==> src/rtl/mpsm_pkg.sv <==
`timescale 1ns / 1ps
// ----------------------------------------------------------------------------
// mpsm_pkg
// Shared types and constants for the multi-pattern score matcher.
// ----------------------------------------------------------------------------
package mpsm_pkg;

    localparam int NODES_DEF   = 256;
    localparam int SYMBOLS_DEF = 4;
    localparam int SCORE_W     = 20;
    localparam int TOTAL_W     = 32;

    localparam logic [1:0] CMD_PATTERN = 2'd0;
    localparam logic [1:0] CMD_BUILD   = 2'd1;
    localparam logic [1:0] CMD_TEXT    = 2'd2;
    localparam logic [1:0] CMD_CLEAR   = 2'd3;

    localparam logic [1:0] KIND_TOTAL = 2'd0;
    localparam logic [1:0] KIND_BUILT = 2'd1;
    localparam logic [1:0] KIND_FULL  = 2'd2;

    typedef struct packed {
        logic [1:0]         cmd;
        logic [1:0]         symbol;
        logic               pattern_end;
        logic [SCORE_W-1:0] pattern_score;
        logic               text_last;
    } req_t;

    typedef struct packed {
        logic [1:0]         result_kind;
        logic [TOTAL_W-1:0] total_score;
    } rsp_t;

    typedef struct packed {
        logic active;
        logic last;
    } sweep_stat_t;

    typedef enum logic [3:0] {
        ST_CLEAR,
        ST_IDLE,
        ST_INS,
        ST_W_RD,
        ST_W_CK,
        ST_W_FL,
        ST_T_SC,
        ST_B_R_RD,
        ST_B_R_CK,
        ST_B_Q,
        ST_B_QW,
        ST_B_FW,
        ST_B_C_RD,
        ST_B_C_CK,
        ST_B_TM
    } state_t;

endpackage

==> src/rtl/mpsm_sweep.sv <==
`timescale 1ns / 1ps
// ----------------------------------------------------------------------------
// mpsm_sweep
// Address sweep that clears the tables after reset and on a clear command.
// ----------------------------------------------------------------------------
module mpsm_sweep
    import mpsm_pkg::*;
#(
    parameter int DEPTH = 1024
) (
    input  logic                     clk,
    input  logic                     rst_n,
    input  logic                     start,
    output sweep_stat_t              stat,
    output logic [$clog2(DEPTH)-1:0] addr
);

    localparam int AW = $clog2(DEPTH);

    logic          active_reg;
    logic          active_next;
    logic [AW-1:0] cnt_reg;
    logic [AW-1:0] cnt_next;
    logic          at_end;

    assign at_end = (cnt_reg == AW'(DEPTH - 1));

    always_comb
    begin
        active_next = active_reg;
        cnt_next    = cnt_reg;
        if (start)
        begin
            active_next = 1'b1;
            cnt_next    = '0;
        end
        else if (active_reg)
        begin
            if (at_end)
            begin
                active_next = 1'b0;
            end
            else
            begin
                cnt_next = cnt_reg + AW'(1);
            end
        end
    end

    // The sweep runs straight out of reset.
    always_ff @(posedge clk or negedge rst_n)
    begin
        if (!rst_n)
        begin
            active_reg <= 1'b1;
            cnt_reg    <= '0;
        end
        else
        begin
            active_reg <= active_next;
            cnt_reg    <= cnt_next;
        end
    end

    assign stat.active = active_reg;
    assign stat.last   = active_reg && at_end;
    assign addr        = cnt_reg;

endmodule
==> config.mk <==
export PLATFORM = sky130hd
export DESIGN_NAME = mpsm_sweep
export DESIGN_NICKNAME = d
export VERILOG_FILES = /design/src/rtl/mpsm_pkg.sv /design/src/rtl/mpsm_sweep.sv
export SDC_FILE = /design/constraint.sdc
export NUM_CORES = 1
export LEC_CHECK = 0
export ABC_CLOCK_PERIOD_IN_PS = 2190
export BUFFER_PORTS_ARGS = -buffer_cell sky130_fd_sc_hd__clkbuf_2
export CAP_MARGIN = 20
export CORE_AREA = 2 2 39 41
export CTS_CLUSTER_DIAMETER = 50
export DETAILED_ROUTE_END_ITERATION = 8
export DIE_AREA = 0 0 41 43
export PLACE_DENSITY = 0.7
export RECOVER_POWER = 100
export SETUP_SLACK_MARGIN = 0.3
export SYNTH_ARGS = -nofsm -noshare
export SYNTH_HDL_FRONTEND = slang
export SYNTH_SLANG_ARGS = --single-unit
==> constraint.sdc <==
create_clock -name clk -period 2.19 [get_ports clk]
set_input_delay 0.1095 -clock clk [delete_from_list [all_inputs] [get_ports clk]]
set_output_delay 0.1095 -clock clk [all_outputs]
set_load 0.02 [all_outputs]
Word-level counts from Yosys, hierarchy flattened
Cells that the tools add are included.
- bits in registers: 11
- logic and storage cells: 14
- output and inout port bits: 12
- input bits: 3
- reduce and logical (&&, ||, !) cells: 3
- equality and inequality tests: 2
- muxes and demuxes: 6
- add/sub/neg operators: 1
- operator list (kind ; number):
    2-to-1 mux 10 bit ; 3
    adder 10 x 1 -> 10 bit, second input constant ; 1
    == test 10 bit, second input constant ; 1
    2-to-1 mux 1 bit ; 3
    != test 2 bit, second input constant ; 1
    AND reduction 2 bit ; 1
    nonzero test 2 bit ; 1
    logical AND 1 bit ; 1

Longest topological paths before layout
- word-level depth: 4
- mapped depth: 5
- depth with buffers taken out: 5

Worst setup path after synthesis
Ideal clock, no wire load.
- path kind: flip-flop to flip-flop
- start point: register cnt_reg[0], in the netlist addr[0]
- end point: register cnt_reg[1], in the netlist addr[1]
- period minus slack after synthesis: 1.641 ns
- path buffers: 0
- stages on the path, launching flop included: 6
- arrival: 1.510 ns
- setup slack: 0.549 ns
- setup time: 0.131 ns
- data required time: 2.059 ns
- path through: dfrtp_1 ha_1 and4_1 a31oi_1 mux2i_1 nor2_1
- word-level cells in the longest chain between the ends: 4
- elaborated cells on any way between the ends: 7
- those cells by class: add/sub (1); eq/ne (2); mux (3); reduce/logical (1)
- RTL lines (item ; line ; source):
    from (decl) ; mpsm_sweep.sv:22 ; logic [AW-1:0] cnt_reg;
    from (signal assigned) ; mpsm_sweep.sv:61 ; cnt_reg <= cnt_next;
    adder 10 x 1 -> 10 bit ; mpsm_sweep.sv:45 ; cnt_next = cnt_reg + AW'(1);
    2-to-1 mux 10 bit ; mpsm_sweep.sv:39 ; if (at_end)
    2-to-1 mux 10 bit ; mpsm_sweep.sv:37 ; else if (active_reg)
    2-to-1 mux 10 bit ; mpsm_sweep.sv:32 ; if (start)
Several ways; a longest one is shown, not always the timed one. The select of a mux whose other input is x is not followed.
A chain may end at the register's enable or synchronous reset.

==> metrics.yaml <==
status:
  status: "finished, final reports clean"
clock_tree:
  cts_tree: "built"
  cts.path.max_buffers: 2
  htree_depth: 1
  clock_insertion_delay_at_the_later_pin_of_the_skew_report_ns: 0.27
  postCtsSetupBuffers: 0
  clkSinkCount: 11
  cts_buffers: 3
  cts_root_buf: "sky130_fd_sc_hd__clkbuf_4"
  path_clk_slew_ns: 0.07
synthesis:
  postSynthCellCount: 59
  yosys.area.top_type: "sky130_fd_sc_hd__dfrtp_1"
  syn-num-nets: 63
  synth_top_area_share_pct: 42.02
  post_synth.cell_area_avg_um2: 10.09
  seq_area_frac_synth_pct: 46.43
  synth.yosys.warnings: 0
  synth_area_um2: 595.6
  synthTopCellsByArea: "sky130_fd_sc_hd__dfrtp_1, sky130_fd_sc_hd__mux2i_1, sky130_fd_sc_hd__dfstp_2"
  ys_seq_elements: 11
  synth_cell_types: 29
timing:
  finalSetupTns_ns: 0
  final_period_utilization_pct: 79.57
  whs_ns: 0.1676
  slew_violations: 0
  slew_headroom_pct: 59.95
  timing.final.setup_violations: 0
  timing.clock.skew_ns: 0.0005949
  highest_achievable_clock_rate_ghz: 0.5739
  period_minus_slack_ns: 1.743
  hold_viol_final: 0
  grt_setup_unrepaired: "false"
  tightest_slew_ns: 0.6008
floorplanning:
  ioPinCount: 15
  placementRows: 14
  floorplan.die.height_um: 43
  chipWidth_um: 41
  design.die.area_um2: 1763
  initial_utilization_pct: 43.04
  fp.coreArea_um2: 1384
place:
  hpwl_detailed_um: 909.4
  place_congestion: 0.7912
  port-buffer-count: 14
global_route:
  largest_net_degree_at_the_start_of_global_routing: 12
  initial_antenna_violation_count: 0
  grt_pass1_vias: 470
  overflow: 0
  grt_first_pass_wirelength_um: 2180
  track_usage_pct: 19.27
layout:
  nNetsFinal: 80
  area_of_the_multi_input_gates_um2: 284.0
  largest_register_ffs: 10
  nFillCells: 145
  area_growth_syn_to_layout_pct: 13.45
  antennaDiodeCount: 0
  layout-drive-gt1-share_pct: 10.67
  ff_latch_area_um2: 276.5
routing:
  drt_pre_antenna_iters: 4
  drcViolationCount: 0
  drtAntennaViolNets: 0
  drc_violation_total_after_the_first_tritonroute_iteration: 26
  route.detailed.wl_per_inst_um: 14.57
  via_count: 518
  viasPerCell: 5.692
  finalWirelength_um: 1326
power:
  final_power_uw: 381.5
  vdd_drop_max_v: 0.0003350
  pwr_density_cell_nw_per_um2: 564.6
  total_leakage_power_uw: 0.0002812
hold_path:
  hold_class: "in2reg"
critical_path:
  worstPathMaxFanout: 6
  worst-endpoint-arrival_ns: 1.63
  timing.critical_path.to_type: "output pin"
  setup.worst_path.start_class: "flop"
  required_ns: 2.08
  setup.worst_path.class: "reg2out"
  critical_path.slowest_cell: "sky130_fd_sc_hd__dfrtp_1"
  crit_path_max_incr_delay_ns: 0.41
  cp_cell_sequence: "ha_1 -> nand4_1 -> nor3_1 -> clkbuf_1"
run:
  max-cap-violations: 0
cells in the mapped netlist:
master	n
sky130_fd_sc_hd__a211oi_1	1
sky130_fd_sc_hd__a21oi_1	2
sky130_fd_sc_hd__a311oi_1	1
sky130_fd_sc_hd__a31oi_1	2
sky130_fd_sc_hd__a41oi_1	1
sky130_fd_sc_hd__and2_2	1
sky130_fd_sc_hd__and4_1	2
sky130_fd_sc_hd__and4_2	1
sky130_fd_sc_hd__and4_4	1
sky130_fd_sc_hd__buf_4	1
sky130_fd_sc_hd__clkbuf_1	2
sky130_fd_sc_hd__dfrtp_1	10
sky130_fd_sc_hd__dfstp_2	1
sky130_fd_sc_hd__ha_1	1
sky130_fd_sc_hd__inv_1	1
sky130_fd_sc_hd__mux2i_1	3
sky130_fd_sc_hd__nand2_1	4
sky130_fd_sc_hd__nand2b_1	1
sky130_fd_sc_hd__nand3_1	4
sky130_fd_sc_hd__nand4_1	2
sky130_fd_sc_hd__nor2_1	6
sky130_fd_sc_hd__nor3_1	3
sky130_fd_sc_hd__o211ai_4	1
sky130_fd_sc_hd__o21ai_0	1
sky130_fd_sc_hd__o21bai_1	1
sky130_fd_sc_hd__or2_2	1
sky130_fd_sc_hd__or3_1	1
sky130_fd_sc_hd__xnor2_1	2
sky130_fd_sc_hd__xor2_1	1
layer usage:
layer,global-route usage (%),up-vias,routed length (µm)
li1,-,248,-
met1,25.34,247,548
met2,26.25,19,672
met3,6.283,4,73
met4,12.00,0,31
met5,0,-,0
repair_timing:
item                      in CTS  in global routing
gates resized for setup        0                  0
hold buffers                   1                  0
hold endpoints to repair      11                  0
worst paths after layout:
check / start / end / slack [ns] / depth (start not counted)
worst max-delay path: addr[0] / stat[0] / 0.45 / 4
worst min-delay path: start / addr[0] / 0.17 / 2
worst max register to register: active_reg / addr[7] / 0.52 / 4
worst min register to register: addr[1] / addr[1] / 0.59 / 2
max in group asynchronous: rst_n / addr[5] / 1.45 / 2
min in group asynchronous: rst_n / addr[8] / 0.35 / 2
cell usage in the layout, fill, tap and decap left out:
cell,count
sky130_fd_sc_hd__clkbuf_2,2
sky130_fd_sc_hd__a211oi_1,1
sky130_fd_sc_hd__and4_2,1
sky130_fd_sc_hd__nand3_1,4
sky130_fd_sc_hd__xnor2_1,2
sky130_fd_sc_hd__a21oi_1,2
sky130_fd_sc_hd__a41oi_1,1
sky130_fd_sc_hd__dfstp_1,1
sky130_fd_sc_hd__dfrtp_1,10
sky130_fd_sc_hd__nand4_1,2
sky130_fd_sc_hd__or2_2,1
sky130_fd_sc_hd__clkbuf_1,13
sky130_fd_sc_hd__or3_1,1
sky130_fd_sc_hd__o211ai_1,1
sky130_fd_sc_hd__nand2b_1,1
sky130_fd_sc_hd__clkbuf_4,3
sky130_fd_sc_hd__mux2i_1,3
sky130_fd_sc_hd__xor2_1,1
sky130_fd_sc_hd__o21ai_0,1
sky130_fd_sc_hd__dlygate4sd3_1,1
sky130_fd_sc_hd__inv_1,1
sky130_fd_sc_hd__and2_2,1
sky130_fd_sc_hd__nand2_1,4
sky130_fd_sc_hd__a31oi_1,2
sky130_fd_sc_hd__o21bai_1,1
sky130_fd_sc_hd__ha_1,1
sky130_fd_sc_hd__and4_1,3
sky130_fd_sc_hd__nor3_1,3
sky130_fd_sc_hd__a311oi_1,1
sky130_fd_sc_hd__nor2_1,6
worst max-delay path, delay by kind of cell, from the launching register on:
kind | cells | cell delay [ns]
and+or+nand+nor | 2 | 0.43
DFF | 1 | 0.41
adders and majority gates | 1 | 0.29
buffers and inverters | 1 | 0.25
report_power, final:
part / switching, µW / total (µW) / leakage, µW / internal [µW]
registers: 6.33 / 214 / 0.000146 / 208
logic: 20.2 / 30.0 / 0.000120 / 9.75
clock network: 67.1 / 138 / 0.0000150 / 70.5
total: 93.7 / 381 / 0.000281 / 288
metrics by stage:
| stage | worst slack [ns] | cells | cell area (µm²) | util (%) |
|---|---|---|---|---|
| after global routing | 0.3331 | 91 | 675.6 | 48.82 |
| after detailed placement | 0.5465 | 86 | 670.6 | 48.46 |
| final | 0.4474 | 91 | 675.6 | 48.82 |
| after global placement | 0.5870 | 86 | 670.6 | 48.46 |
| after CTS | 0.4996 | 91 | 706.9 | 51.09 |
| after floorplan | 0.5487 | 59 | 595.6 | - |
final cells by class:
| type | count | share of cell area, % |
|---|---|---|
| multi-input cells | 44 | 42.04 |
| repair buffers | 15 | 9.630 |
| clock buffers | 4 | 3.889 |
| flip-flops and latches | 11 | 40.93 |
| inverters | 1 | 0.5556 |
| well taps | 16 | 2.963 |
cell families after synthesis:
| group | share of synthesized area, % |
|---|---|
| XOR/XNOR | 4.413 |
| AO/OA/AOI/OAI | 13.66 |
| multiplexers | 5.042 |
| flip-flops | 46.43 |
| AND/OR/NAND/NOR | 25.21 |
| buffers and inverters | 3.152 |
| adder cells (fa/ha/maj) | 2.101 |
(Power assumes the default switching activity.)
